<file path="src/rtl/core/pmd_pkg.sv">
// ----------------------------------------------------------------------------
// PID motor drive package
// Request and result types, configuration codes and fixed-point constants
// shared by the PID speed-loop modules.
// ----------------------------------------------------------------------------
package pmd_pkg;

    // Input request: target and measured wheel speed, signed Q8.8.
    typedef struct packed {
        logic signed [15:0] reference;
        logic signed [15:0] measured;
    } t_pmd_in;

    // Result request: PWM drive value and the clamp flag.
    typedef struct packed {
        logic signed [8:0] drive;
        logic              clamped;
    } t_pmd_out;

    // Configuration register indexes.
    typedef enum logic [1:0] {
        CFG_P_GAIN = 2'd0,
        CFG_I_GAIN = 2'd1,
        CFG_D_GAIN = 2'd2
    } t_cfg_idx;

    localparam int CFG_IDX_W  = 2;
    localparam int GAIN_W     = 16;
    localparam int ERR_W      = 17;
    localparam int DIFF_W     = 18;
    localparam int SUM_W      = 32;
    localparam int PE_W       = 34;
    localparam int IE_W       = 49;
    localparam int DE_W       = 35;
    localparam int TOTAL_W    = 50;
    localparam int MAG_W      = 31;
    localparam int QUO_IN_W   = 15;
    localparam int NUM_STAGES = 7;

    localparam logic [GAIN_W-1:0] P_GAIN_RST = 16'd1536;
    localparam logic [GAIN_W-1:0] I_GAIN_RST = 16'd25600;
    localparam logic [GAIN_W-1:0] D_GAIN_RST = 16'd0;

    // Full-scale total for one drive step is 100 * 65536.
    localparam logic signed [TOTAL_W-1:0] DRIVE_LIMIT = 50'sd1671168000;
    localparam logic [MAG_W-1:0]          HALF_SCALE  = 31'd3276800;
    // floor(y / 100) = (y * 5243) >> 19 for y below 43699.
    localparam logic [12:0]               RECIP_100   = 13'd5243;
    localparam int                        RECIP_SHIFT = 19;

    localparam logic signed [8:0] DRIVE_MAX = 9'sd255;
    localparam logic signed [8:0] DRIVE_MIN = -9'sd255;

    localparam logic signed [SUM_W-1:0] SUM_MAX = 32'sh7FFF_FFFF;
    localparam logic signed [SUM_W-1:0] SUM_MIN = 32'sh8000_0000;

    // Front-end results handed from the integrator to the term pipeline.
    typedef struct packed {
        logic signed [ERR_W-1:0]  err;
        logic signed [DIFF_W-1:0] diff;
        logic signed [SUM_W-1:0]  isum;
    } t_pmd_front;

endpackage

</file>
<file path="src/rtl/core/pmd_integrator.sv">
// ----------------------------------------------------------------------------
// PID error and integrator stage
// Forms the error, its difference to the last error and the saturated error
// sum for each accepted request, and keeps the loop state.
// ----------------------------------------------------------------------------
module pmd_integrator (
    input  logic                i_clk,
    input  logic                i_rst_n,
    input  logic                i_accept,
    input  logic                i_load,
    input  pmd_pkg::t_pmd_in    i_req,
    output pmd_pkg::t_pmd_front o_front
);

    logic signed [pmd_pkg::SUM_W-1:0] r_error_sum;
    logic signed [pmd_pkg::ERR_W-1:0] r_last_error;
    pmd_pkg::t_pmd_front              r_front;

    logic signed [pmd_pkg::ERR_W-1:0] n_err;
    logic signed [pmd_pkg::SUM_W:0]   n_sum_wide;
    logic signed [pmd_pkg::SUM_W-1:0] n_sum;
    logic                             n_ref_zero;

    // Error, and the integrator sum saturated at the 32-bit limits.
    always_comb begin
        n_err      = pmd_pkg::ERR_W'(i_req.reference) - pmd_pkg::ERR_W'(i_req.measured);
        n_sum_wide = (pmd_pkg::SUM_W+1)'(r_error_sum) + (pmd_pkg::SUM_W+1)'(n_err);
        if (n_sum_wide[pmd_pkg::SUM_W] != n_sum_wide[pmd_pkg::SUM_W-1]) begin
            n_sum = n_sum_wide[pmd_pkg::SUM_W] ? pmd_pkg::SUM_MIN : pmd_pkg::SUM_MAX;
        end else begin
            n_sum = n_sum_wide[pmd_pkg::SUM_W-1:0];
        end
        n_ref_zero = (i_req.reference == '0);
    end

    // Loop state changes only with an accepted request.
    always_ff @(posedge i_clk) begin
        if (!i_rst_n) begin
            r_error_sum  <= '0;
            r_last_error <= '0;
        end else if (i_accept) begin
            r_error_sum  <= n_ref_zero ? '0 : n_sum;
            r_last_error <= n_err;
        end
    end

    // Stage register; a zero reference drops the I term for this request.
    always_ff @(posedge i_clk) begin
        if (i_load) begin
            r_front.err  <= n_err;
            r_front.diff <= pmd_pkg::DIFF_W'(n_err) - pmd_pkg::DIFF_W'(r_last_error);
            r_front.isum <= n_ref_zero ? '0 : n_sum;
        end
    end

    assign o_front = r_front;

endmodule

</file>
<file path="config.mk">
export PLATFORM = sky130hd
export DESIGN_NAME = pmd_integrator
export DESIGN_NICKNAME = d
export VERILOG_FILES = /design/src/rtl/core/pmd_pkg.sv /design/src/rtl/core/pmd_integrator.sv
export SDC_FILE = /design/constraint.sdc
export NUM_CORES = 1
export LEC_CHECK = 0
export ABC_AREA = 1
export ABC_CLOCK_PERIOD_IN_PS = 13570
export BUFFER_PORTS_ARGS = -buffer_cell sky130_fd_sc_hd__buf_2
export CORE_MARGIN = 2
export CORE_UTILIZATION = 40
export CTS_BUF_LIST = sky130_fd_sc_hd__clkbuf_16
export DETAILED_ROUTE_END_ITERATION = 12
export PLACE_DENSITY = 0.59
export SLEW_MARGIN = 20
export SYNTH_ARGS = -nofsm -noshare
export SYNTH_HDL_FRONTEND = slang
export SYNTH_SLANG_ARGS = --single-unit
</file>
<file path="constraint.sdc">
create_clock -name i_clk -period 13.57 [get_ports i_clk]
set_clock_uncertainty 0.2 [all_clocks]
set_input_delay 1.357 -clock i_clk [delete_from_list [all_inputs] [get_ports i_clk]]
set_output_delay 1.357 -clock i_clk [all_outputs]
set_load 0.03 [all_outputs]
</file>
==> results.toml <==
[sta]
timing.final.setup_violations = 0
worst_slack_ns = 7.55
final_max_slew_viol_count = 0
rsz0062_at_grt = "false"
final.period_utilization = 0.443
hold_slack_ns = 0.283
fmaxAchievable_mhz = 166
tightestPinTransition_ns = 0.913
setup_total_negative_slack_ns = 0
slew_limit_headroom = 0.391
finalHoldViolCount = 0
finalCriticalPeriod_ns = 6.02

[synth]
synth.top_cell.area_share = 0.256
synth_commonest_cells = "sky130_fd_sc_hd__nand2_1 (275), sky130_fd_sc_hd__inv_1 (188), sky130_fd_sc_hd__a21oi_1 (99)"
async_reset_ff_frac = 0
number_of_distinct_library_cells_after_synthesis = 34
synth.top_cells.by_area = "sky130_fd_sc_hd__edfxtp_1 (26%), sky130_fd_sc_hd__nand2_1 (13%), sky130_fd_sc_hd__dfxtp_1 (12%)"
synthesis.yosys.warnings = 0
synthDominantAreaCellType = "sky130_fd_sc_hd__edfxtp_1"
postSynth.topFlopCell = "sky130_fd_sc_hd__edfxtp_1"
synth_edf_count = 67
netlist_instances = 1058
synth_cell_area_sq_um = 7870
post_synthesis_net_count = 1163
synth.yosys.seq_area_share = 0.381
ys_ff_latch = 116
synth_most_common_cell = "sky130_fd_sc_hd__nand2_1"
syn_avg_cell_area_sq_um = 7.43

[floorplanning]
ioPinCount = 103
die_w_um = 144
die_span_y_um = 144
design.die.area_sq_um = 20800
initial_utilization = 0.405
core_area_sq_um = 19400
placement_rows = 51

[routing]
route.detailed.drc = 0
detail_route.vias_per_cell = 4.79
first_iter_violations = 290
via_count = 6895
drt_wl_total_mm = 20.2
detail-route-antenna-nets = 0
drt_pass_1_iters = 4
routedWlPerCell_um = 14.0

[global_route]
global_route.usage.met3 = 0.0331
global_route.usage.met1 = 0.254
overflow = 0
first_global_vias = 6681
grtUsageMet2 = 0.347
gr-max-usage-layer = "met2"
grt_start_max_net_pins = 72
track_usage = 0.201
antenna_found_initial = 0
grt_first_pass_wirelength_mm = 32.4

[worst_setup_path]
crit-reg2reg-launch = "r_error_sum[0]"
critical_path.max_fanout = 20
setup.worst_path.end_class = "register"
worst_setup_path_start_kind = "primary input"
r2r.worst_path.cells = 18
critical_path_arrival_ns = 5.98
critPathKind = "primary input to register"
crit_required_ns = 13.53
worst_setup_path_startpoint = "i_req[16]"

[finish]
num-nets-final = 1267
layout.cell_area.non_filler_sq_um = 9280
num-fill-cells = 2031
layout-drive-gt1-share = 0.122
insertedDiodeCount = 0
multi_input_comb_area_sq_um = 4090
syn2layout_area_growth_pct = 17.9
register_area_sq_um = 2990

[clock_network]
cts_tree = "yes"
clkTransAtPathRegs_ns = 0.05
cts-htree-levels = 4
cts_buffer_count = 17
cts_post_setup_buffers_inserted = 0
clockBufferDepth = 2
clock_insertion_delay_worst_skew_ns = 0.42
cts-root-buf = "sky130_fd_sc_hd__clkbuf_16"
cts-hold-fix-buffers = 0
cts.sink_count = 116
cts_resized = 0

[run]
maxCapViolations = 0

[place]
dpl_worst_slack_ns = 6.93
dpl.hpwl_mm = 15.3
gp_congestion = 0.928
placement.cell_area_sq_um = 8670
placement.io_buffers = 102

[pwr]
ir_worst_vdd_mv = 0.101
static-leakage-power_nw = 4.81
power_density_nw_per_um2 = 241

[hold_path]
hp-class = "register to register"
timing.hold.worst.start = "r_last_error[2]"
worst_hold_path.num_cells = 2

[run_status]
outcome = "finished, final reports clean"
==> path summary, 6_finish.rpt <==
check | endpoint | slack (ns)
worst max-delay path | o_front[6] | 7.55
worst min-delay path | r_last_error[2] | 0.28
worst max register to register | o_front[6] | 9.99
worst min register to register | r_last_error[2] | 0.28
==> flip-flops by register name (all words and copies together) (netlist names) <==
register	count
r_error_sum	32
r_last_error	17
o_front	67
==> logic make-up after synthesis <==
family	synth area share
adder cells (fa/ha/maj)	0.113
AND/OR/NAND/NOR	0.225
AO/OA/AOI/OAI	0.127
buffers and inverters	0.104
flip-flops	0.381
XOR/XNOR	0.0512
==> worst max-delay path, cell delays in order <==
cell and delay (ns):
sky130_fd_sc_hd__buf_2 0.07, sky130_fd_sc_hd__inv_1 0.05, sky130_fd_sc_hd__ha_1 0.20, sky130_fd_sc_hd__fa_1 0.39, sky130_fd_sc_hd__nand3b_1 0.17, sky130_fd_sc_hd__nand2_1 0.17, sky130_fd_sc_hd__nand4_1 0.11, sky130_fd_sc_hd__nand3_1 0.15
sky130_fd_sc_hd__nand2_1 0.06, sky130_fd_sc_hd__nand3_1 0.15, sky130_fd_sc_hd__xor2_4 0.56, sky130_fd_sc_hd__ha_1 0.41, sky130_fd_sc_hd__nand2_1 0.14, sky130_fd_sc_hd__inv_1 0.05, sky130_fd_sc_hd__nand2_1 0.09, sky130_fd_sc_hd__nand2_1 0.07
sky130_fd_sc_hd__nand2_1 0.12, sky130_fd_sc_hd__nand2_1 0.11, sky130_fd_sc_hd__a21oi_2 0.18, sky130_fd_sc_hd__nand2_1 0.09, sky130_fd_sc_hd__nand2_1 0.06, sky130_fd_sc_hd__nand2_1 0.06, sky130_fd_sc_hd__nand2_1 0.45, sky130_fd_sc_hd__buf_4 0.36
sky130_fd_sc_hd__nand3_1 0.10, sky130_fd_sc_hd__nand2_1 0.12, sky130_fd_sc_hd__inv_1 0.09
==> placed cells by master, fill, tap and decap left out, types with 23 or more instances in the layout <==
cell                       netlist  routed
sky130_fd_sc_hd__buf_2           6     102
sky130_fd_sc_hd__nor2_1         56      56
sky130_fd_sc_hd__nand3_1        60      60
sky130_fd_sc_hd__a21oi_1        99      99
sky130_fd_sc_hd__xnor2_1        23      23
sky130_fd_sc_hd__ha_1           66      66
sky130_fd_sc_hd__nand2_1       275     274
sky130_fd_sc_hd__dfxtp_1        49      49
sky130_fd_sc_hd__o21ai_0        65      65
sky130_fd_sc_hd__inv_1         188     192
sky130_fd_sc_hd__edfxtp_1       67      67
==> layer usage <==
layer	vias up	routed length, um
met2	112	9540
li1	3647	-
met5	-	0
met3	26	667
met4	0	382
met1	3110	9640
==> metrics by stage <==
| step | utilization | std cells | power, mW |
|---|---|---|---|
| 2_1_floorplan | - | 1058 | 1.48 |
| 3_3_place_gp | 0.447 | 1408 | 1.77 |
| 3_5_place_dp | 0.447 | 1408 | 1.78 |
| 4_1_cts | 0.478 | 1440 | 2.25 |
| 5_1_grt | 0.478 | 1440 | 2.42 |
| 6_report | 0.478 | 1440 | 2.24 |
==> area by class of cell <==
| type | instances | share of cell area |
|---|---|---|
| Clock inverter | 15 | 0.0188 |
| Timing Repair Buffer | 108 | 0.0599 |
| Sequential cell | 116 | 0.323 |
| Multi-Input combinational cell | 730 | 0.441 |
| Clock buffer | 17 | 0.0459 |
| Inverter | 189 | 0.0765 |
| Tap cell | 265 | 0.0357 |
==> power breakdown <==
group          switching, mW  internal, mW
Sequential            0.0392         0.542
Clock                  0.163         0.302
Combinational          0.809         0.380
Total                   1.01          1.22
(Power assumes the default switching activity.)
